### src/hw/rtl/b5gb_table_ram.sv
// Single-port-write, single-port-read synchronous table memory.
// Read data is registered; no package dependency.
module b5gb_table_ram #(
  parameter int unsigned Depth = 16,
  parameter int unsigned Width = 16,
  localparam int unsigned AddrW = $clog2(Depth)
) (
  input  logic             clk_i,
  input  logic             we_i,
  input  logic [AddrW-1:0] waddr_i,
  input  logic [Width-1:0] wdata_i,
  input  logic             re_i,
  input  logic [AddrW-1:0] raddr_i,
  output logic [Width-1:0] rdata_o
);

  logic [Width-1:0] mem [Depth];
  logic [Width-1:0] rdata_q;

  always_ff @(posedge clk_i) begin
    if (we_i) begin
      mem[waddr_i] <= wdata_i;
    end
    if (re_i) begin
      rdata_q <= mem[raddr_i];
    end
  end

  assign rdata_o = rdata_q;

endmodule

### config.mk
export PLATFORM = sky130hd
export DESIGN_NAME = b5gb_table_ram
export DESIGN_NICKNAME = d
export VERILOG_FILES = /design/src/hw/rtl/b5gb_table_ram.sv
export SDC_FILE = /design/constraint.sdc
export NUM_CORES = 1
export LEC_CHECK = 0
export ABC_AREA = 0
export BUFFER_PORTS_ARGS = -buffer_cell sky130_fd_sc_hd__buf_2
export CORE_ASPECT_RATIO = 1.1
export CORE_MARGIN = 3
export CORE_UTILIZATION = 47
export CTS_BUF_LIST = sky130_fd_sc_hd__clkbuf_4
export CTS_CLUSTER_DIAMETER = 150
export DETAILED_ROUTE_END_ITERATION = 8
export PLACE_DENSITY = 0.6
export SYNTH_ARGS = -nofsm -noshare
export SYNTH_HDL_FRONTEND = slang
export SYNTH_SLANG_ARGS = --single-unit
### constraint.sdc
create_clock -name clk_i -period 4.3 [get_ports clk_i]
set_input_delay 0.215 -clock clk_i [delete_from_list [all_inputs] [get_ports clk_i]]
set_output_delay 0.215 -clock clk_i [all_outputs]
set_load 0.02 [all_outputs]
## Word level (Yosys, flattened, before mapping)

Memories as Yosys holds them, arrays and structs flattened. A register that Yosys moved wholly into a read port is not among the register bits.
Cells that the tools add are included.

- Flip-flop bits (word level): 0
- RAM bits: 256
- Memories: 1

- Multiplexer cells: 2

Memory list:

| name | words | width | rd ports | clocked after memory_dff | write ports | line | source |
|---|---|---|---|---|---|---|---|
| mem | 16 | 16 | 1 | 1 | 1 | 17 | `logic [Width-1:0] mem [Depth];` |

Operator list:

| kind | count |
|---|---|
| $mux W1 | 2 |

## Longest topological paths before layout

- Depth after elaboration: 2
- Mapped depth: 5
- Depth with buffers taken out: 3

## Least setup slack after synthesis

No wires, ideal clock.

- Kind: input to register
- Start: in waddr_i[2]
- End: mem mem[0][0], enable pin
- Setup time: 0.409 ns
- Data arrival time: 1.861 ns
- Setup slack: 2.030 ns
- Cell stages on the path: 2
- Path through: or3b_2 nor3_1

RTL lines:

| item | line | source |
|---|---|---|
| start: declaration | 10 | `input logic [AddrW-1:0] waddr_i,` |
| end: declaration | 17 |  |

No word-level cell before the write port.

## Worst setup path in the final report

- Start: in waddr_i[2]
- End: mem mem[3][0], enable pin

No word-level cell before the write port.

==> impl_results.md <==
* Status: complete, no violations
* Period utilization at 41.75%
* Vias per cell at 5.590
* DIE WIDTH at 146.5 microns
* Ys Warns at 0
* Actual slew at the worst max-slew pin at 1.307 ns
* Detail Route Antenna Nets at 0
* Port bufs at 42
* Vias in the first global route at 5304
* CP Data Required Time at 4.64 ns
* Num ports at 43
* Tmin final at 1.795 ns
* Hold_ws at 0.09580 ns
* Fraction of layout cells with a size suffix above 1 at 39.90%
* CTS Buf Count at 69
* # nets final at 590
* Post-cts sizing count at 0
* Worst-case clock skew at 0.02741 ns
* Initial Util at 48.77%
* Top achievable clock speed at 0.5570 GHz
* Detailed placement HPWL at 11160 microns
* Hold Fails Final Rpt at 0
* Startpoint Class: primary input
* RSZ-0062 raised after global routing: false
* DRT Pass-1 Iters at 5
* First-pass GRT wire length at 32520 microns
* Post-Synthesis Cell Area at 10200 sq um
* Clock transition at path regs at 0.06 ns
* Post-CTS Setup Inserts at 0
* CP endpoint kind: register
* DIE AREA at 23520 sq um
* Most common cell after layout, fill and taps aside: edfxtp_1
* Seq cells post-synth at 272
* Mapped Avg Cell Area at 23.62 sq um
* Most frequent cells in the layout: edfxtp_1, clkbuf_4, mux4_2
* Syn Inst Count at 432
* Clock Sinks at 272
* # rows at 55
* Final instance area at 11830 sq um
* Static Leak at 3.938 nW
* Initial DRC Count at 389
* P&R area growth vs syn at 15.98%
* Endpoints failing setup at 0
* Pin count of the biggest net entering global routing at 43
* Vias at 4947
* Placer Congestion at 0.7283
* Post-synth top area share at 80.05%
* Core region area at 20920 sq um
* Max VDD drop at 242.0 uV
* CTS tree: yes
* Slew margin rel. at 12.80%
* Placed instance area at 10870 sq um
* Syn nets at 459
* Hold buffer count at cts at 16
* Root buf cell: clkbuf_4
* Synth cell types at 18
* H-tree depth at 3
* Register area share after synthesis at 80.05%
* Critical Path AT at 2.14 ns
* Drc violations at 0
* Worst Path Max Fanout at 16
* MaxCap Viol Count at 0
* Top cells by area, synth: edfxtp_1, mux4_2, mux4_1, a22oi_1, nand2_1
* Tot Pwr at 5.309 mW
* Post-synth top area cell: edfxtp_1
* Skew-Pair Late Insertion Delay at 0.65 ns
* Die height at 160.5 microns
* GRT Util Overall at 18.89%
* Worst Hold Class: in -> reg
* Final number of max-transition violations at 0
* Clock Tree Buf Depth at 3
* Routed WL per cell at 24.08 microns
* Critical path type: in -> reg
* Power Dens Cells at 448.6 nW/um^2
* GR Overflow Total at 0
* Initial antenna violation count at 1
* Setup TNS at 0 ns
* Total wire length at 21310 microns
* R2R Setup Slk at 2.87 ns
==> layout make-up <==
type,count,area [sq um]
antenna,1,2.502
clock buffer,99,743.2
clock inverter,8,56.30
fill,1655,9086
multi-input combinational,139,1962
sequential,272,8168
tap,285,356.6
timing repair buffer,81,545.5
==> cell usage after synthesis <==
library cell and count:
nor2_1 13, buf_6 4, nand2b_1 2, and2_1 1, nand3_1 1, nor2b_1 2
buf_4 3, buf_2 3, nand2_1 17, nor3_1 4, a22oi_1 32, buf_1 3
nand3b_1 2, or3b_2 1, mux4_1 10, edfxtp_1 272, mux4_2 54, clkbuf_1 8
==> report_power, final <==
group	internal (mW)	leakage [nW]	switching (mW)	total, mW
registers	2.99	2.47	0.0145	3.00
clock network	1.10	0.489	0.928	2.03
logic	0.114	0.977	0.165	0.279
==> sequential cells by signal, summed over array words and instances (netlist names) <==
| name | count |
|---|---|
| mem | 256 |
| rdata_o | 16 |
==> final timing paths <==
path | startpoint | end | cells after the start
setup / recovery | waddr_i[2] | mem[3][0]$_DFFE_PP_ | 4
hold / removal | re_i | rdata_o[10]$_DFFE_PP_ | 1
setup reg to reg | mem[9][4]$_DFFE_PP_ | rdata_o[4]$_DFFE_PP_ | 3
hold reg to reg | mem[11][11]$_DFFE_PP_ | rdata_o[11]$_DFFE_PP_ | 3
==> stage by stage <==
| step | setup WS, ns | utilization, % | cells |
|---|---|---|---|
| 6_report | 2.505 | 56.57 | 885 |
| 5_1_grt | 2.456 | 56.57 | 885 |
| 4_1_cts | 2.513 | 56.56 | 884 |
| 3_5_place_dp | 1.827 | 51.97 | 761 |
| 3_3_place_gp | 1.848 | 51.97 | 761 |
| 2_1_floorplan | 2.030 | - | 432 |
==> logic make-up (layout without fill, tap and decap cells) <==
kind of cell / Yosys count / after routing / share of synthesized area, %
flip-flops: 272 / 272 / 80.05
AO/OA/AOI/OAI: 32 / 32 / 2.354
multiplexers: 64 / 64 / 14.49
buffers and inverters: 21 / 188 / 1.214
AND/OR/NAND/NOR: 43 / 43 / 1.888
other: 0 / 1 / 0
==> layer usage <==
| layer | vias up | part of all wire, % | GRT usage, % |
|---|---|---|---|
| li1 | 2155 | - | - |
| met1 | 2602 | 44 | 26.87 |
| met2 | 165 | 49 | 29.44 |
| met3 | 25 | 5.0 | 4.148 |
| met4 | 0 | 1.4 | 6.544 |
| met5 | - | 0 | 0 |
==> worst max-delay path: stages <==
cell and delay (ns):
buf_2 0.11, or3b_2 0.54, nor2_2 1.00, buf_4 0.26
(Power assumes the default switching activity.)
