<file path="src/hw/rtl/b5gb_pkg.sv">
// Shared types and constants for the Big5 / GB2312 stream converter.
// Used by every converter module except the table memory; depends on nothing else.
package b5gb_pkg;

  // Table sizes.
  localparam int unsigned Big5Entries = 13973;
  localparam int unsigned GbEntries   = 7614;

  // Field widths.
  localparam int unsigned ByteW  = 8;
  localparam int unsigned IndexW = 14;
  localparam int unsigned WordW  = 16;

  // Row lengths of the two code layouts.
  localparam logic [7:0] Big5RowLen = 8'd157;
  localparam logic [7:0] GbRowLen   = 8'd94;

  // Byte range limits.
  localparam logic [7:0] LeadLo      = 8'ha1;
  localparam logic [7:0] Big5LeadHi  = 8'hf9;
  localparam logic [7:0] Big5LowLo   = 8'h40;
  localparam logic [7:0] Big5LowHi   = 8'h7e;
  localparam logic [7:0] TrailHiLo   = 8'ha1;
  localparam logic [7:0] TrailHiHi   = 8'hfe;
  localparam logic [7:0] GbSymLeadHi = 8'ha9;
  localparam logic [7:0] GbHanLeadLo = 8'hb0;
  localparam logic [7:0] GbHanLeadHi = 8'hf7;

  // Column offsets: upper trail bytes follow the 63 lower ones in a Big5 row,
  // and GB hanzi rows follow the nine symbol rows.
  localparam logic [7:0] Big5UpperColBase = 8'h62;
  localparam logic [7:0] GbHanRowBase     = 8'ha7;

  // Substitution pairs.
  localparam logic [7:0] SubHi     = 8'ha1;
  localparam logic [7:0] B2gSubLo  = 8'hf5;
  localparam logic [7:0] G2bSubLo  = 8'hbc;

  // Direction and command codes.
  localparam logic DirB2g = 1'b0;
  localparam logic DirG2b = 1'b1;
  localparam logic CmdData  = 1'b0;
  localparam logic CmdTable = 1'b1;
  localparam logic SelB2g = 1'b0;
  localparam logic SelG2b = 1'b1;

  // Output queue.
  localparam int unsigned OutDepth = 8;
  localparam int unsigned PtrW     = 3;
  localparam int unsigned CntW     = 4;

  typedef struct packed {
    logic [ByteW-1:0] data;
    logic             last;
  } out_entry_t;

  typedef struct packed {
    logic              valid;
    logic [IndexW-1:0] index;
  } lookup_t;

  // Registered lookup stage control.
  typedef struct packed {
    logic [1:0] cnt;
    logic       pair;
    logic       sub;
    logic       dir;
  } stage_ctrl_t;

endpackage

</file>
<file path="src/hw/rtl/b5gb_index_decode.sv">
// Checks a lead/trail pair for the current direction and computes its table index.
// Depends on b5gb_pkg for byte ranges and row lengths.
module b5gb_index_decode #(
  parameter int unsigned Big5Entries = b5gb_pkg::Big5Entries,
  parameter int unsigned GbEntries   = b5gb_pkg::GbEntries
) (
  input  logic                   dir_i,
  input  logic [7:0]             lead_i,
  input  logic [7:0]             trail_i,
  output b5gb_pkg::lookup_t      lookup_o
);

  localparam logic [14:0] Big5Lim = 15'(Big5Entries);
  localparam logic [14:0] GbLim   = 15'(GbEntries);

  logic       b2g_ok;
  logic       g2b_ok;
  logic       trail_upper;
  logic       trail_lower;
  logic [6:0] row;
  logic [7:0] col;
  logic [7:0] row_len;
  logic [14:0] idx;

  always_comb begin
    trail_upper = (trail_i >= b5gb_pkg::TrailHiLo) && (trail_i <= b5gb_pkg::TrailHiHi);
    trail_lower = (trail_i >= b5gb_pkg::Big5LowLo) && (trail_i <= b5gb_pkg::Big5LowHi);
    b2g_ok = (lead_i >= b5gb_pkg::LeadLo) && (lead_i <= b5gb_pkg::Big5LeadHi)
             && (trail_upper || trail_lower);
    g2b_ok = trail_upper
             && (((lead_i >= b5gb_pkg::LeadLo) && (lead_i <= b5gb_pkg::GbSymLeadHi))
                 || ((lead_i >= b5gb_pkg::GbHanLeadLo) && (lead_i <= b5gb_pkg::GbHanLeadHi)));

    if (dir_i == b5gb_pkg::DirG2b) begin
      row_len = b5gb_pkg::GbRowLen;
      col     = trail_i - b5gb_pkg::TrailHiLo;
      // Hanzi rows sit after the nine symbol rows.
      if (lead_i <= b5gb_pkg::GbSymLeadHi) begin
        row = 7'(lead_i - b5gb_pkg::LeadLo);
      end else begin
        row = 7'(lead_i - b5gb_pkg::GbHanRowBase);
      end
    end else begin
      row_len = b5gb_pkg::Big5RowLen;
      row     = 7'(lead_i - b5gb_pkg::LeadLo);
      if (trail_lower) begin
        col = trail_i - b5gb_pkg::Big5LowLo;
      end else begin
        col = trail_i - b5gb_pkg::Big5UpperColBase;
      end
    end

    idx = (15'(row) * 15'(row_len)) + 15'(col);

    if (dir_i == b5gb_pkg::DirG2b) begin
      lookup_o.valid = g2b_ok && (idx < GbLim);
    end else begin
      lookup_o.valid = b2g_ok && (idx < Big5Lim);
    end
    lookup_o.index = idx[b5gb_pkg::IndexW-1:0];
  end

endmodule

</file>
<file path="config.mk">
export PLATFORM = sky130hd
export DESIGN_NAME = b5gb_index_decode
export DESIGN_NICKNAME = d
export VERILOG_FILES = /design/src/hw/rtl/b5gb_pkg.sv /design/src/hw/rtl/b5gb_index_decode.sv
export SDC_FILE = /design/constraint.sdc
export NUM_CORES = 1
export LEC_CHECK = 0
export ABC_AREA = 1
export BUFFER_PORTS_ARGS = -buffer_cell sky130_fd_sc_hd__buf_4
export CORE_ASPECT_RATIO = 0.6
export CORE_MARGIN = 2
export CORE_UTILIZATION = 49
export DETAILED_ROUTE_END_ITERATION = 8
export MAX_ROUTING_LAYER = met4
export PLACE_DENSITY_LB_ADDON = 0.05
export SETUP_SLACK_MARGIN = 0.2
export SLEW_MARGIN = 20
export SYNTH_ARGS = -nofsm -noshare
export SYNTH_HDL_FRONTEND = slang
export SYNTH_SLANG_ARGS = --single-unit
</file>
<file path="constraint.sdc">
create_clock -name vclk -period 5.2
set_input_delay 0.52 -clock vclk [all_inputs]
set_output_delay 0.52 -clock vclk [all_outputs]
set_load 0.005 [all_outputs]
</file>
== Word level (Yosys, flattened, before mapping) ==
Cells that the tools add are included.

* Multiplexer cells: 6
* Equal/unequal tests: 0
* Add/sub/neg operators: 6
* Reductions and logical operators: 11
* Shift-type cells: 0
* $lt $le $gt $ge: 11
* Multipliers: 1
* Bitwise operators: 0
* Divide/modulo/power cells: 0

{| class="wikitable"
|+ Operators with widths
! cell !! number
|-
| <= comparator 8 bit (second input constant) || 4
|-
| >= comparator 8 bit (second input constant) || 3
|-
| 2-to-1 mux 8 bit || 3
|-
| subtractor 8 x 7 -> 8 bit (second input constant) || 2
|-
| adder 15 x 8 -> 15 bit || 1
|-
| less-than comparator 15 x 13 -> 1 bit (second input constant) || 1
|-
| less-than comparator 15 x 14 -> 1 bit (second input constant) || 1
|-
| multiplier 7 x 8 -> 15 bit || 1
|-
| 2-to-1 mux 7 bit || 2
|-
| subtractor 7 x 6 -> 7 bit (second input constant) || 2
|-
| logical AND 1 bit || 9
|-
| >= comparator 8 x 7 -> 1 bit (second input constant) || 1
|-
| <= comparator 8 x 7 -> 1 bit (second input constant) || 1
|-
| subtractor 8 bit (second input constant) || 1
|-
| logical OR 1 bit || 2
|-
| 2-to-1 mux 1 bit || 1
|}

* Bits in latches: 0
* Logic and storage cells: 35
* Input bits: 17
* Bits in writable memories: 0
* Output and inout bits: 15
* Bits in registers: 0
* Memory bits (read-only): 0
* Memories kept: 0

== Longest topological paths before layout ==
* Depth after elaboration: 8
* Gate-level depth with buffers: 35
* Gate-level depth less buffers: 34

== Least setup slack after synthesis ==
OpenSTA, ideal clock, no wires.

* Path kind: input to output
* Start point: in lead_i[0]
* End point: out lookup_o[14] in the netlist's numbering
* Required time: 4680 ps
* Arrival: 5078 ps
* Cell stages on the path: 31
* Buffers on the path: 0
* Path slack: -398 ps
* Cell sequence: inv_1 -> ha_1 -> inv_1 -> nor2_2 -> nor2_1 -> nand2_1 -> nand2_2 -> nand2_4 -> inv_4 -> nand2_1 -> a21oi_2 -> nor2_1 -> fa_1 -> inv_1 -> fa_1 -> fa_1 -> inv_1 -> fa_1 -> inv_1 -> ha_1 -> nand2_1 -> inv_1 -> a21oi_1 -> nand2_1 -> nand2_1 -> nand2_1 -> nand2_1 -> nand3_1 -> nor2_1 -> nand2_1 -> nand2_1

{| class="wikitable"
|+ RTL lines
! element !! RTL line !! source
|-
| start: declaration || b5gb_index_decode.sv:8 || <nowiki>input logic [7:0] lead_i,</nowiki>
|-
| end: declaration || b5gb_index_decode.sv:10 || <nowiki>output b5gb_pkg::lookup_t lookup_o</nowiki>
|}

==> metrics.txt <==
# TYPE chip_impl_metric gauge
chip_impl_metric{name="detail_route.wirelength",unit="um"} 9285
chip_impl_info{name="grt_setup_unrepaired",value="yes"} 1
chip_impl_metric{name="layout.sequential_cells",unit=""} 0
chip_impl_metric{name="layout_setup_ws",unit="ns"} -0.5116
chip_impl_metric{name="final.period_utilization",unit="%"} 109.8
chip_impl_info{name="min_path_type",value="in -> out"} 1
chip_impl_metric{name="worst_slew_pin_slew",unit="ns"} 0.6117
chip_impl_metric{name="die_area",unit="um^2"} 6877
chip_impl_info{name="yosys-top-cells-area",value="ha_1 (22%), fa_1 (18%), nand2_1 (16%)"} 1
chip_impl_metric{name="ios",unit=""} 32
chip_impl_metric{name="place.detailed.instances",unit=""} 674
chip_impl_metric{name="syn2layout_area_growth",unit="%"} 54.07
chip_impl_metric{name="path_max_fanout",unit=""} 4
chip_impl_metric{name="stdcell_count",unit=""} 692
chip_impl_info{name="yosys.area.top_type",value="ha_1"} 1
chip_impl_metric{name="synth_sequential_area_ratio",unit="%"} 0
chip_impl_metric{name="cp_data_required_time",unit="ns"} 4.68
chip_impl_metric{name="initialDrtViolationCount",unit=""} 139
chip_impl_metric{name="slew_viol_final",unit=""} 0
chip_impl_metric{name="timing.setup.tns",unit="ns"} -2.164
chip_impl_info{name="setup.worst_path.end_class",value="output port"} 1
chip_impl_metric{name="starting_density",unit="%"} 50.25
chip_impl_metric{name="critical-path-max-stage-delay",unit="ns"} 0.52
chip_impl_metric{name="core_area",unit="um^2"} 6056
chip_impl_metric{name="dieHeight",unit="um"} 65.04
chip_impl_info{name="crit_slowest_cell",value="fa_1"} 1
chip_impl_metric{name="final_util",unit="%"} 77.42
chip_impl_metric{name="grt_max_degree",unit=""} 14
chip_impl_metric{name="final_replace_weighted_congestion",unit=""} 0.8818
chip_impl_metric{name="syn-cell-area",unit="um^2"} 3043
chip_impl_metric{name="die_width",unit="um"} 105.7
chip_impl_metric{name="grt_use_total",unit="%"} 28.22
chip_impl_metric{name="number_of_diodes",unit=""} 0
chip_impl_metric{name="yosys.cell_types.count",unit=""} 35
chip_impl_metric{name="fmax",unit="GHz"} 0.1751
chip_impl_metric{name="hpwlAfterDp",unit="um"} 6872
chip_impl_metric{name="timing.critical_path.arrival",unit="ns"} 5.19
chip_impl_info{name="synth.cells.most_frequent",value="nand2_1 (133), inv_1 (110), ha_1 (53)"} 1
chip_impl_metric{name="nNetsFinal",unit=""} 708
chip_impl_info{name="cell_occurring_most_often_along_the_worst_timing_path",value="nand2_1"} 1
chip_impl_metric{name="postSynthCellCount",unit=""} 490
chip_impl_metric{name="drt_pass_1_iters",unit=""} 4
chip_impl_metric{name="first_global_vias",unit=""} 3492
chip_impl_metric{name="initial_antenna_violation_count",unit=""} 0
chip_impl_metric{name="layout_min_cycle_time",unit="ns"} 5.712
chip_impl_metric{name="via_count",unit=""} 3463
chip_impl_metric{name="post_route_cells_drive_above_1_share",unit="%"} 41.45
chip_impl_metric{name="relSlewSlack",unit="%"} 58.79
chip_impl_metric{name="drc",unit=""} 0
chip_impl_metric{name="postSynthAreaPerCell",unit="um^2"} 6.210
chip_impl_metric{name="fillers",unit=""} 441
chip_impl_metric{name="detail-route-antenna-nets",unit=""} 0
chip_impl_info{name="violations_in_the_final_reports",value="negative setup slack"} 1
chip_impl_metric{name="report.final.setup_viol",unit=""} 7
chip_impl_metric{name="grt_overflow",unit=""} 0
chip_impl_metric{name="post-synth-top-area-fraction",unit="%"} 21.79
chip_impl_metric{name="timing.max_cap.violations",unit=""} 0
chip_impl_metric{name="count_of_input_and_output_buffers",unit=""} 32
chip_impl_metric{name="final.clkbuf_count",unit=""} 0
chip_impl_metric{name="vias_per_cell",unit=""} 5.004
chip_impl_info{name="status",value="finished, violations left"} 1
chip_impl_metric{name="final_cell_area",unit="um^2"} 4688
chip_impl_metric{name="post_cts_hold_buffer_count",unit=""} 0
chip_impl_metric{name="routed_wire_length_per_instance",unit="um"} 13.42
chip_impl_info{name="crit_path_start_kind",value="input port"} 1
chip_impl_metric{name="dpl-instance-area",unit="um^2"} 4016
chip_impl_metric{name="num_rows",unit=""} 22
chip_impl_metric{name="finalHoldViolations",unit=""} 0
chip_impl_info{name="crit_type",value="in -> out"} 1
chip_impl_metric{name="regArea",unit="um^2"} 0
chip_impl_info{name="synthMostInstantiatedCell",value="nand2_1"} 1
chip_impl_metric{name="grt_pass1_wl",unit="um"} 15590
chip_impl_metric{name="yosys_warnings",unit=""} 0
cell usage in the layout, fill, tap and decap left out, types with 2 or more instances in the layout:
cell type / Yosys / final
nor3_1: 5 / 4
a21oi_4: 0 / 5
nand2_4: 1 / 11
nand2_1: 133 / 91
ha_4: 0 / 13
ha_1: 53 / 39
xor2_1: 11 / 9
nor2_4: 1 / 6
inv_4: 1 / 4
fa_2: 0 / 2
buf_12: 0 / 2
nand2_2: 1 / 33
fa_1: 28 / 26
buf_4: 1 / 116
inv_1: 110 / 90
o21ai_0: 14 / 13
nand3_4: 0 / 4
nor2_2: 1 / 4
conb_1: 1 / 2
xor2_2: 0 / 2
buf_6: 1 / 8
nor2_1: 39 / 31
o21ai_4: 0 / 2
inv_2: 3 / 18
o21ai_1: 5 / 3
nand4_1: 7 / 7
nand3_1: 35 / 26
a21oi_2: 3 / 4
nand3_2: 2 / 7
nor3_2: 4 / 5
a21oi_1: 15 / 9
kinds of logic (layout without fill, tap and decap cells):
group	Yosys count	count (layout)	synth area share [%]
buffers and inverters	124	241	15.83
other	1	2	0.1232
XOR/XNOR	12	12	3.454
AO/OA/AOI/OAI	40	40	7.360
AND/OR/NAND/NOR	232	232	33.02
adder cells (fa/ha/maj)	81	81	40.21
stage by stage:
step	worst slack [ns]	hold WS [ns]
finish	-0.5116	1.585
global route	-0.8080	1.633
CTS	-0.3818	1.588
detailed placement	-0.5931	1.576
global placement	-0.5657	1.591
floorplan	0.05184	1.301
what timing repair did:
item	in CTS	in global routing
setup buffers	13	5
resized for setup	86	50
endpoints found under the setup margin	10	11
pin swaps	37	22
cell type report:
cell class                 count  area, um^2  area share [%]
timing repair buffer         126        1001           21.35
inverter                     115       465.4           9.928
multi-input combinational    367        3117           66.48
tap                           84       105.1           2.242
path summary, 6_finish.rpt:
path	cells after the start	from	to
worst min-delay path	4	trail_i[0]	lookup_o[0]
worst max-delay path	35	lead_i[0]	lookup_o[14]
worst max-delay path: cells and delay by family:
family | cells | cell delay (ns)
AND/OR/NAND/NOR | 20 | 1.67
buffers and inverters | 9 | 0.61
adder cells (fa/ha/maj) | 6 | 2.38
per-layer routing:
| layer | track usage [%] | share of wire [%] | routed length [um] |
|---|---|---|---|
| met5 | - | 0 | 0 |
| met1 | 39.50 | 45 | 4187 |
| met3 | 0.8048 | 5.3 | 493 |
| met2 | 47.90 | 49 | 4547 |
| met4 | 2.632 | 0.61 | 57 |
Power is left out: the tool's default activity adds up to more than one toggle a clock period on the data nets, which glitch-free logic cannot reach.
