==> src/hw/rtl/b5gb_pkg.sv <==
// Shared types and constants for the Big5 / GB2312 stream converter.
// Used by every converter module except the table memory; depends on nothing else.
package b5gb_pkg;

  // Table sizes.
  localparam int unsigned Big5Entries = 13973;
  localparam int unsigned GbEntries   = 7614;

  // Field widths.
  localparam int unsigned ByteW  = 8;
  localparam int unsigned IndexW = 14;
  localparam int unsigned WordW  = 16;

  // Row lengths of the two code layouts.
  localparam logic [7:0] Big5RowLen = 8'd157;
  localparam logic [7:0] GbRowLen   = 8'd94;

  // Byte range limits.
  localparam logic [7:0] LeadLo      = 8'ha1;
  localparam logic [7:0] Big5LeadHi  = 8'hf9;
  localparam logic [7:0] Big5LowLo   = 8'h40;
  localparam logic [7:0] Big5LowHi   = 8'h7e;
  localparam logic [7:0] TrailHiLo   = 8'ha1;
  localparam logic [7:0] TrailHiHi   = 8'hfe;
  localparam logic [7:0] GbSymLeadHi = 8'ha9;
  localparam logic [7:0] GbHanLeadLo = 8'hb0;
  localparam logic [7:0] GbHanLeadHi = 8'hf7;

  // Column offsets: upper trail bytes follow the 63 lower ones in a Big5 row,
  // and GB hanzi rows follow the nine symbol rows.
  localparam logic [7:0] Big5UpperColBase = 8'h62;
  localparam logic [7:0] GbHanRowBase     = 8'ha7;

  // Substitution pairs.
  localparam logic [7:0] SubHi     = 8'ha1;
  localparam logic [7:0] B2gSubLo  = 8'hf5;
  localparam logic [7:0] G2bSubLo  = 8'hbc;

  // Direction and command codes.
  localparam logic DirB2g = 1'b0;
  localparam logic DirG2b = 1'b1;
  localparam logic CmdData  = 1'b0;
  localparam logic CmdTable = 1'b1;
  localparam logic SelB2g = 1'b0;
  localparam logic SelG2b = 1'b1;

  // Output queue.
  localparam int unsigned OutDepth = 8;
  localparam int unsigned PtrW     = 3;
  localparam int unsigned CntW     = 4;

  typedef struct packed {
    logic [ByteW-1:0] data;
    logic             last;
  } out_entry_t;

  typedef struct packed {
    logic              valid;
    logic [IndexW-1:0] index;
  } lookup_t;

  // Registered lookup stage control.
  typedef struct packed {
    logic [1:0] cnt;
    logic       pair;
    logic       sub;
    logic       dir;
  } stage_ctrl_t;

endpackage

==> src/hw/rtl/b5gb_out_fifo.sv <==
// Output byte queue: takes up to two bytes per cycle, hands out one per transfer.
// Depends on b5gb_pkg for the entry type and queue depth.
module b5gb_out_fifo (
  input  logic                              clk_i,
  input  logic                              rst_ni,
  input  logic [1:0]                        push_cnt_i,
  input  b5gb_pkg::out_entry_t              push0_i,
  input  b5gb_pkg::out_entry_t              push1_i,
  output logic [b5gb_pkg::CntW-1:0]         count_o,
  output logic                              out_valid_o,
  input  logic                              out_ready_i,
  output b5gb_pkg::out_entry_t              out_o
);

  b5gb_pkg::out_entry_t mem [b5gb_pkg::OutDepth];

  logic [b5gb_pkg::PtrW-1:0] wr_ptr_q, wr_ptr_d;
  logic [b5gb_pkg::PtrW-1:0] rd_ptr_q, rd_ptr_d;
  logic [b5gb_pkg::CntW-1:0] count_q, count_d;
  logic                      pop;

  assign pop         = (count_q != '0) && out_ready_i;
  assign out_valid_o = (count_q != '0);
  assign out_o       = mem[rd_ptr_q];
  assign count_o     = count_q;

  always_comb begin
    wr_ptr_d = wr_ptr_q + b5gb_pkg::PtrW'(push_cnt_i);
    rd_ptr_d = rd_ptr_q + b5gb_pkg::PtrW'(pop);
    count_d  = count_q + b5gb_pkg::CntW'(push_cnt_i) - b5gb_pkg::CntW'(pop);
  end

  always_ff @(posedge clk_i) begin
    if (push_cnt_i != 2'd0) begin
      mem[wr_ptr_q] <= push0_i;
    end
    if (push_cnt_i == 2'd2) begin
      mem[wr_ptr_q + b5gb_pkg::PtrW'(1)] <= push1_i;
    end
  end

  always_ff @(posedge clk_i or negedge rst_ni) begin
    if (!rst_ni) begin
      wr_ptr_q <= '0;
      rd_ptr_q <= '0;
      count_q  <= '0;
    end else begin
      wr_ptr_q <= wr_ptr_d;
      rd_ptr_q <= rd_ptr_d;
      count_q  <= count_d;
    end
  end

`ifndef ASSERT_OFF
  a_no_overflow: assert property (@(posedge clk_i) disable iff (!rst_ni)
    (({1'b0, count_q} + 5'(push_cnt_i)) <= 5'(b5gb_pkg::OutDepth)))
    else $error("output queue overflow");

  a_ptr_count: assert property (@(posedge clk_i) disable iff (!rst_ni)
    (b5gb_pkg::PtrW'(count_q) == (wr_ptr_q - rd_ptr_q)))
    else $error("queue pointers disagree with count");
`endif

endmodule

==> config.mk <==
export PLATFORM = sky130hd
export DESIGN_NAME = b5gb_out_fifo
export DESIGN_NICKNAME = d
export VERILOG_FILES = /design/src/hw/rtl/b5gb_pkg.sv /design/src/hw/rtl/b5gb_out_fifo.sv
export SDC_FILE = /design/constraint.sdc
export NUM_CORES = 1
export LEC_CHECK = 0
export BUFFER_PORTS_ARGS = -buffer_cell sky130_fd_sc_hd__buf_2
export CAP_MARGIN = 10
export CELL_PAD_IN_SITES_DETAIL_PLACEMENT = 1
export CELL_PAD_IN_SITES_GLOBAL_PLACEMENT = 1
export CORE_UTILIZATION = 29
export CTS_CLUSTER_SIZE = 24
export DETAILED_ROUTE_END_ITERATION = 8
export PLACE_DENSITY_LB_ADDON = 0.05
export SYNTH_ARGS = -nofsm -noshare
export SYNTH_HDL_FRONTEND = slang
export SYNTH_SLANG_ARGS = --single-unit
export TNS_END_PERCENT = 10
==> constraint.sdc <==
create_clock -name clk_i -period 3.35 [get_ports clk_i]
set_input_delay 0.67 -clock clk_i [delete_from_list [all_inputs] [get_ports clk_i]]
set_output_delay 0.67 -clock clk_i [all_outputs]
set_load 0.02 [all_outputs]
**After elaboration in Yosys (flattened, before gate mapping)**

Memory sizes are Yosys's and may differ from the RTL's.
Cells that the tools add are included.

- RAM bits: 72
- Memories: 1
- Output and inout bits: 14
- Flip-flop bits (word level): 10
- Logic and storage cells: 17
- Bits of input ports: 23

- Muxes and demuxes: 4
- Equality and inequality tests: 1
- $add $sub $neg: 5
- Reduce and logical (&&, ||, !) cells: 3

Memory list:

| name | depth | bits a word | rd ports | clocked after memory_dff | write ports | line | source |
|---|---|---|---|---|---|---|---|
| mem | 8 | 9 | 1 | 0 | 2 | b5gb_out_fifo.sv:15 | `b5gb_pkg::out_entry_t mem [b5gb_pkg::OutDepth];` |

Operators with widths:

| kind | count |
|---|---|
| $add 4x2->4 | 1 |
| $mux 1 | 4 |
| $reduce_bool 4->1 | 1 |
| $sub 4x1->4 | 1 |
| $add 3x1->3 | 1 |
| $add 3x1->3 const B | 1 |
| $add 3x2->3 | 1 |
| $eq 2x2->1 const B | 1 |
| $reduce_bool 2->1 | 1 |
| $logic_and 1x1->1 | 1 |

**Longest topological paths before layout**

Gate-level depths: netlist (run 1).

- Depth after elaboration: 3
- Gate-level depth with buffers: 9
- Depth with buffers taken out: 9

**Worst setup path after synthesis (run 1)**

No wires, ideal clock.

- Kind: flip-flop to flip-flop
- From: reg count_q (netlist bit count_o[2])
- To: reg count_q (netlist bit count_o[3])
- Period minus slack after synthesis: 2.214 ns
- Slack: 1.136 ns
- Arrival: 2.135 ns
- Cell stages (with the launch flop): 10
- Path buffers: 0
- Setup time: 0.079 ns
- Data required time: 3.271 ns
- Cell sequence: dfrtp_1 -> inv_1 -> ha_1 -> or3b_2 -> nand2_1 -> or2_2 -> ha_1 -> a21o_1 -> a21oi_1 -> xor2_1

- Cells in the longest elaborated chain, start to end: 3
- Elaborated cells on any way between the ends: 4
- Those cells by class: 2 x add/sub; 2 x reduce/logical

RTL lines:

| item | line | source |
|---|---|---|
| start: declaration | b5gb_out_fifo.sv:19 | `logic [b5gb_pkg::CntW-1:0] count_q, count_d;` |
| start signal: assignment | b5gb_out_fifo.sv:50 | `count_q <= count_d;` |
| $reduce_bool 4->1 | - |  |
| via out_valid_o | b5gb_out_fifo.sv:10 | `output logic out_valid_o,` |
| $logic_and 1x1->1 | b5gb_out_fifo.sv:22 | `assign pop = (count_q != '0) && out_ready_i;` |
| $sub 4x1->4 | b5gb_out_fifo.sv:30 | `count_d = count_q + b5gb_pkg::CntW'(push_cnt_i) - b5gb_pkg::CntW'(pop);` |
| via count_d, one bit | b5gb_out_fifo.sv:19 |  |

The timed path passes the listed nets, and every way through them passes these cells.

==> results.json, run 1 <==
{
  "clk_latency_ns": 0.34,
  "final_nets": 333,
  "wl_per_cell_um": 24.4,
  "io_pins": 37,
  "rows": 43,
  "synthesis.area_um2": 4270,
  "portBuffers": 36,
  "htreeDepth": 3,
  "p_per_area_nw_per_um2": 897,
  "path_clk_slew_ns": 0.06,
  "fp.dieH_um": 123,
  "grtUsageTotal": 0.168,
  "finalHoldViolations": 0,
  "fp.coreArea_um2": 14100,
  "vias_per_cell": 4.97,
  "grt_overflow": 0,
  "avgSynthCellArea_um2": 17.2,
  "period_share": 0.811,
  "fin_setup_tns_ns": 0,
  "cts_tree": "built",
  "grt_pass1_vias": 2605,
  "final_max_slew_viol_count": 0,
  "outcome": "finished clean",
  "synthCells": 248,
  "grt_start_max_net_pins": 21,
  "cap_violations": 0,
  "cts_resized": 0,
  "end_kind": "primary output",
  "wl_mm": 11.8,
  "vias": 2401,
  "cp-start-kind": "flop",
  "grt_pass1_wl_mm": 17.4,
  "cp_data_required_time_ns": 2.68,
  "ir_drop_v": 0.000335,
  "layout.cells.non_filler": 483,
  "skew_ns": 0.00356,
  "critPathSlowestCell": "mux4_2",
  "crit_chain": "buf_4 -> mux4_2 -> mux2_2 -> buf_2",
  "max_stage_delay_ns": 0.56,
  "diodes": 0,
  "yosys_most_used_dff": "edfxtp_1",
  "synth_fp_nets": 281,
  "synth.distinct_cells": 35,
  "synth_warnings": 0,
  "seq_area_frac_synth": 0.565,
  "yosys_register_bits": 82,
  "dp_hpwl_mm": 7.84,
  "ant_nets": 0,
  "place.gp.congestion": 0.694,
  "drc_errors": 0,
  "start_util": 0.303,
  "drt-initial-drc-count": 131,
  "cts_hold_buffers": 0,
  "async_flop_share": 0.122,
  "cts_setup_buffers": 0,
  "clock_path_buffers": 2,
  "place_inst": 469,
  "clockRootBuffer": "clkbuf_16",
  "synth_edf_count": 72,
  "crit_type": "reg -> out",
  "leakage_nw": 1.78,
  "cp_max_fo": 20,
  "cts.sinks": 82,
  "setup_viol": 0,
  "dieArea_um2": 15200,
  "area_growth_pct": 17.0,
  "hold_path.class": "in -> async",
  "min_period_ns": 2.72,
  "layout-drive-gt1-share": 0.574,
  "cts_made_buffers": 9,
  "rsz0062_at_grt": "no",
  "worst_slew_pin_slew_ns": 1.03,
  "slew_headroom": 0.312,
  "antenna_found_initial": 0,
  "fp.dieW_um": 123,
  "drtPass1Iterations": 4,
  "fmax_mhz": 368,
  "critPathArrivalTime_ns": 2.05,
  "r2r_setup_slack_ns": 0.72
}
[per-layer routing]
layer | wire (um) | global-route usage | share of wire | vias up
met5 | 0 | 0 | 0 | -
met4 | 168 | 0.0587 | 0.014 | 0
met3 | 286 | 0.0249 | 0.024 | 12
met2 | 5450 | 0.255 | 0.46 | 44
met1 | 5910 | 0.242 | 0.50 | 1254
li1 | - | - | - | 1091
[cell usage after synthesis, types with 2 or more instances]
library cell	number	area, um2
clkbuf_1	2	7.51
ha_1	8	100
nand2_1	3	11.3
edfxtp_1	72	2160
fa_1	2	40.0
buf_2	3	15.0
inv_1	11	41.3
o22ai_1	2	12.5
xnor2_1	3	26.3
o31ai_1	2	15.0
dfrtp_1	10	250
nand3_2	2	20.0
o21ai_0	5	25.0
nand2_2	4	25.0
nor2_4	2	22.5
xor2_1	2	17.5
mux2_2	80	901
mux4_2	18	405
[placed cells by master, fill, tap and decap left out, drive strengths merged, types with 2 or more instances in the layout]
master | netlist | layout
mux2 | 81 | 81
ha | 8 | 8
xor2 | 3 | 3
edfxtp | 72 | 72
nand3 | 2 | 2
buf | 4 | 47
mux4 | 18 | 18
xnor2 | 4 | 4
clkinv | 0 | 5
dfrtp | 10 | 10
nor2 | 3 | 3
fa | 2 | 2
inv | 11 | 11
clkbuf | 2 | 9
nand2 | 7 | 7
o22ai | 2 | 2
o21ai | 5 | 5
o31ai | 2 | 2
[state kept, by name (all words and copies together) (netlist names)]
name	count
rd_ptr_q	3
wr_ptr_q	3
mem	72
count_o	4
[final cells by class]
| type | instances | area [um2] |
|---|---|---|
| multi-input cells | 149 | 1800 |
| repair buffers | 47 | 267 |
| inverters | 11 | 41.3 |
| flip-flops and latches | 82 | 2410 |
| fillers | 1452 | 9100 |
| well taps | 180 | 225 |
| clock buffers | 9 | 225 |
| clock inverters | 5 | 23.8 |
[logic make-up (layout without fill, tap and decap cells)]
logic type,after synthesis,after routing,share of synthesized area
muxes,100,100,0.311
AOI/OAI and AO/OA,12,12,0.0170
buffers and inverters,17,72,0.0176
and+or+nand+nor,20,20,0.0360
adders and majority gates,10,10,0.0328
DFF,82,82,0.565
xor gates and xnor gates,7,7,0.0205
[worst paths after layout]
path,from,end,depth (start not counted)
hold reg to reg,count_o[3],count_o[3],3
setup / recovery,rd_ptr_q[0],out_o[1],4
setup reg to reg,wr_ptr_q[0],mem[5][5],5
max in group asynchronous,rst_ni,rd_ptr_q[1],1
min in group clk_i,count_o[3],count_o[3],3
hold / removal,rst_ni,wr_ptr_q[0],1
[worst max-delay path, delay by kind of cell (launching register included)]
family | cells | cell delay [ns]
buf+inv | 2 | 0.54
mux | 2 | 0.84
flops | 1 | 0.33
[power breakdown]
| part | switching (mW) | leakage, nW | internal (mW) | total, mW |
|---|---|---|---|---|
| registers | 0.196 | 0.778 | 1.51 | 1.71 |
| logic | 1.04 | 0.879 | 0.843 | 1.89 |
| clock network | 0.401 | 0.128 | 0.486 | 0.887 |
[per-stage QoR]
step                utilization  hold WS (ns)  total power, mW  setup slack [ns]  area [um2]
floorplan                     -         0.374             2.97              1.14        4270
global placement          0.336         0.561             3.64             0.463        4730
detailed placement        0.337         0.563             3.66             0.573        4750
CTS                       0.354         0.193             4.56             0.571        4990
global route              0.354         0.206             4.74             0.509        4990
finish                    0.354         0.195             4.48             0.633        4990
Power figures use the tool's default switching activity.
==> inputs of run 2 (changes only) <==
==> constraint.sdc (replaced) <==
create_clock -name clk_i -period 2.7 [get_ports clk_i]
set_input_delay 0.54 -clock clk_i [delete_from_list [all_inputs] [get_ports clk_i]]
set_output_delay 0.54 -clock clk_i [all_outputs]
set_load 0.02 [all_outputs]
==> run 2 against run 1 <==
Effect of this change: global-route usage grew 0.13 points; critical path type unchanged; worst setup slack lost 0.40 ns; critical endpoint unchanged; total power grew 31%; via count grew 1.3%; highest routed layer unchanged; die area is the same; wire length shrank 1.1%.
==> results.json, run 2 (same netlist as run 1, synthesis figures left out) <==
{
  "outcome": "finished clean",
  "drc_errors": 0,
  "clock_path_buffers": 2,
  "slew_headroom": 0.618,
  "pwr-share-comb": 0.429,
  "final_nets": 346,
  "fin_setup_tns_ns": 0,
  "vias_per_cell": 4.89,
  "ant_nets": 0,
  "dpl_worst_slack_ns": 0.253,
  "top_register": "mem",
  "reg2reg_from": "wr_ptr_q[0]",
  "fmax_mhz": 405,
  "layout-drive-gt1-share": 0.582,
  "design_area_um2": 5150,
  "diodes": 0,
  "cts_hold_buffers": 0,
  "r2r-end": "mem[1][4]",
  "intPower_mw": 3.82,
  "hold_path.class": "in -> async",
  "grtUsageMet2": 0.262,
  "largest_reg_flops": 72,
  "antenna_found_initial": 0,
  "final_cell_mix": "mux2_2, edfxtp_1, buf_2, buf_4, mux4_2",
  "worst_slack_ns": 0.229,
  "ir_drop_v": 0.000383,
  "vias": 2433,
  "grt_start_max_net_pins": 21,
  "period_share": 0.915,
  "clockRootBuffer": "clkbuf_16",
  "final_max_slew_viol_count": 0,
  "layout.cells.non_filler": 498,
  "postLayoutCoreUtil": 0.365,
  "drt-initial-drc-count": 136,
  "area_growth_pct": 20.6,
  "pwr-share-clk": 0.221,
  "p_sw_mw": 2.06,
  "cts_made_buffers": 9,
  "path_clk_slew_ns": 0.06,
  "rsz0062_at_grt": "no",
  "grt_pass1_wl_mm": 17.3,
  "place.gp.congestion": 0.711,
  "finalHoldViolations": 0,
  "start_util": 0.303,
  "htreeDepth": 3,
  "p_per_area_nw_per_um2": 1140,
  "layout_commonest_cell": "mux2_2",
  "use_met3": 0.0443,
  "cts.sinks": 82,
  "fp.dieW_um": 123,
  "cp_max_fo": 20,
  "cp_data_required_time_ns": 2.16,
  "p_seq_frac": 0.350,
  "grt_pass1_vias": 2670,
  "portBuffers": 36,
  "crit_type": "reg -> out",
  "dieArea_um2": 15200,
  "wl_mm": 11.7,
  "cp-start-kind": "flop",
  "cts_tree": "built",
  "grt_use_met1": 0.229,
  "critPathArrivalTime_ns": 1.93,
  "fp.coreArea_um2": 14100,
  "grt_overflow": 0,
  "worst_slew_pin_slew_ns": 0.568,
  "clk_latency_ns": 0.34,
  "grt-busiest-layer": "met2",
  "r2r_setup_slack_ns": 0.32,
  "min_period_ns": 2.47,
  "place_inst": 481,
  "cts_resized": 0,
  "dp_hpwl_mm": 7.91,
  "drtPass1Iterations": 4,
  "switching_share": 0.350,
  "fp.dieH_um": 123,
  "cts_setup_buffers": 0,
  "placed_area_um2": 4840,
  "leakage_nw": 1.87,
  "grtUsageTotal": 0.169,
  "skew_ns": 0.00343,
  "end_kind": "primary output",
  "setup_viol": 0,
  "r2r_cells": 5,
  "rows": 43,
  "cap_violations": 0,
  "io_pins": 37,
  "wl_per_cell_um": 23.5
}
-- run 2: cell count changes in the layout (fill, tap and decap cells not counted) --
cell       previous run  this run
o31ai_4               1         0
clkinv_2              4         0
o31ai_2               1         2
clkbuf_1              0         4
buf_6                 1         0
buf_12                0         1
buf_4                10        23
bufinv_16             0         2
-- run 2: power groups by stage --
stage | registers (mW) | clock network, mW | logic (mW)
after detailed placement | 2.10 | 0 | 2.58
final | 2.06 | 1.30 | 2.52
after CTS | 2.07 | 1.34 | 2.60
after global routing | 2.10 | 1.38 | 2.75
after floorplan | 2.02 | 0 | 1.66
after global placement | 2.09 | 0 | 2.56
-- run 2: per-layer routing --
layer	vias up	wire, um
li1	1116	-
met1	1263	5670
met2	44	5470
met3	10	397
met4	0	144
met5	-	0
-- run 2: layout make-up --
class	instances	area [um2]
clock inverters	3	63.8
repair buffers	60	373
well taps	180	225
fillers	1464	8950
inverters	11	41.3
clock buffers	13	240
flip-flops and latches	82	2410
multi-input cells	149	1790
-- run 2: stage by stage --
stage	power, mW	hold slack (ns)
final	5.88	0.0527
after global routing	6.23	0.0641
after CTS	6.01	0.0522
after detailed placement	4.68	0.423
after global placement	4.64	0.430
after floorplan	3.68	0.244
-- run 2: worst max-delay path by stage --
stage	startpoint	to	slack [ns]	depth (start not counted)
6_report	rd_ptr_q[0]	out_o[1]	0.23	4
5_1_grt	rd_ptr_q[0]	out_o[1]	0.15	4
4_1_cts	rd_ptr_q[0]	out_o[6]	0.19	4
3_5_place_dp	push_cnt_i[0]	mem[1][4]	0.25	3
3_3_place_gp	push_cnt_i[0]	mem[1][4]	0.29	3
2_1_floorplan	count_o[2]	count_o[3]	0.49	9
-- run 2: worst max-delay path, cell delays in order, from the launching register on --
cell     delay [ns]
dfrtp_1        0.37
buf_12         0.22
mux4_2         0.54
mux2_2         0.29
buf_2          0.16
==> inputs of run 3 (changes only) <==
--- a/config.mk
+++ b/config.mk
@@ -12,6 +12,7 @@
 export CORE_UTILIZATION = 29
 export CTS_CLUSTER_SIZE = 24
 export DETAILED_ROUTE_END_ITERATION = 8
+export GPL_TIMING_DRIVEN = 0
 export PLACE_DENSITY_LB_ADDON = 0.05
 export SYNTH_ARGS = -nofsm -noshare
 export SYNTH_HDL_FRONTEND = slang
==> run 3 against run 2 <==
Effect of this change: core utilization fell by 0.80 points; total power fell by 3.9%; design area decreased by 2.2%; wire length is 0.95% lower; cell count down 3.2%; sequential cell count stayed put.
==> results.json, run 3 (same netlist as run 1, synthesis figures left out) <==
{
  "clockRootBuffer": "clkbuf_16",
  "p_seq_frac": 0.356,
  "dieArea_um2": 15200,
  "end_kind": "primary output",
  "portBuffers": 36,
  "fp.dieH_um": 123,
  "fin_setup_tns_ns": 0,
  "worst_slack_ns": 0.127,
  "worst_slew_pin_slew_ns": 1.01,
  "antenna_found_initial": 0,
  "pwr-share-clk": 0.194,
  "ant_nets": 0,
  "dp_hpwl_mm": 7.29,
  "min_period_ns": 2.57,
  "top_register": "mem",
  "grt_start_max_net_pins": 13,
  "fp.dieW_um": 123,
  "final_nets": 332,
  "area_growth_pct": 17.9,
  "drt-initial-drc-count": 129,
  "intPower_mw": 3.55,
  "cp_max_fo": 10,
  "fp.coreArea_um2": 14100,
  "final_max_slew_viol_count": 0,
  "grt_pass1_vias": 2610,
  "cts_tree": "built",
  "skew_ns": 0.00299,
  "cp-start-kind": "flop",
  "p_per_area_nw_per_um2": 1120,
  "io_pins": 37,
  "leakage_nw": 1.78,
  "drtPass1Iterations": 4,
  "outcome": "finished clean",
  "rows": 43,
  "htreeDepth": 3,
  "p_sw_mw": 2.10,
  "fmax_mhz": 389,
  "dpl_worst_slack_ns": -0.156,
  "wl_per_cell_um": 24.0,
  "clock_path_buffers": 2,
  "final_cell_mix": "mux2_2, edfxtp_1, buf_2, mux4_2, inv_1",
  "path_clk_slew_ns": 0.06,
  "rsz0062_at_grt": "no",
  "diodes": 0,
  "slew_headroom": 0.321,
  "crit_type": "reg -> out",
  "finalHoldViolations": 0,
  "drc_errors": 0,
  "start_util": 0.303,
  "grtUsageTotal": 0.169,
  "layout-drive-gt1-share": 0.586,
  "layout_commonest_cell": "mux2_2",
  "largest_reg_flops": 72,
  "wl_mm": 11.6,
  "pwr-share-comb": 0.449,
  "place.gp.congestion": 0.680,
  "vias_per_cell": 4.99,
  "clk_latency_ns": 0.34,
  "grt_pass1_wl_mm": 17.2,
  "critPathArrivalTime_ns": 2.03,
  "layout.cells.non_filler": 482,
  "vias": 2403,
  "place_inst": 468,
  "hold_path.class": "in -> async",
  "switching_share": 0.371,
  "setup_viol": 0,
  "cts_made_buffers": 9,
  "cts.sinks": 82,
  "ir_drop_v": 0.000610,
  "r2r_cells": 4,
  "power_mw": 5.65,
  "cap_violations": 0,
  "cp_data_required_time_ns": 2.16,
  "period_share": 0.953,
  "grt_overflow": 0
}
-- run 3: cell count changes in the layout (fill, tap and decap cells not counted), moves of 3 or more --
cell and delta:
buf_4 -21, buf_6 +5, o21ai_1 -4, o21ai_2 +3
-- run 3: metrics by stage --
stage | area, um2 | hold slack (ns) | utilization
2_1_floorplan | 4270 | 0.244 | -
3_3_place_gp | 4670 | 0.434 | 0.332
3_5_place_dp | 4750 | 0.423 | 0.337
4_1_cts | 5020 | 0.0495 | 0.356
5_1_grt | 5030 | 0.0630 | 0.357
6_report | 5030 | 0.0543 | 0.357
-- run 3: worst paths after layout --
check,startpoint,to,slack (ns)
worst max-delay path,rd_ptr_q[1],out_o[1],0.13
worst min-delay path,rst_ni,wr_ptr_q[2],0.05
worst max register to register,wr_ptr_q[1],mem[3][5],0.24
worst min register to register,rd_ptr_q[1],rd_ptr_q[1],0.53
max in group asynchronous,rst_ni,count_o[3],2.44
min in group clk_i,rd_ptr_q[1],rd_ptr_q[1],0.53
-- run 3: cell type report --
type | instances | area, um2
Buffer | 6 | 45.0
Clock buffer | 10 | 229
Clock inverter | 4 | 21.3
Fill cell | 1477 | 9060
Inverter | 11 | 41.3
Multi-Input combinational cell | 149 | 1840
Sequential cell | 82 | 2410
Tap cell | 180 | 225
Timing Repair Buffer | 40 | 225
-- run 3: routing by layer --
metal / GRT usage / share of wire / vias up
li1: - / - / 1088
met1: 0.240 / 0.50 / 1254
met2: 0.255 / 0.45 / 46
met3: 0.0397 / 0.037 / 15
met4: 0.0527 / 0.016 / 0
met5: 0 / 0 / -
-- run 3: what timing repair did --
item | CTS | global route
hold buffers | 0 | 0
gates resized for setup | 6 | 3
setup endpoints to repair | 19 | 18
setup buffers | 0 | 0
-- run 3: critical path: stages (launching register included) --
cell	delay [ns]
dfrtp_1	0.35
clkbuf_4	0.26
buf_4	0.27
mux4_2	0.33
mux2_2	0.30
buf_2	0.16
-- run 3: power by group through the flow --
| stage | Sequential (mW) | Combinational, mW | Clock (mW) |
|---|---|---|---|
| 6_report | 2.01 | 2.54 | 1.10 |
| 5_1_grt | 2.05 | 2.76 | 1.17 |
| 4_1_cts | 2.02 | 2.60 | 1.13 |
| 3_5_place_dp | 2.04 | 2.58 | 0 |
| 3_3_place_gp | 2.05 | 2.45 | 0 |
| 2_1_floorplan | 2.02 | 1.66 | 0 |
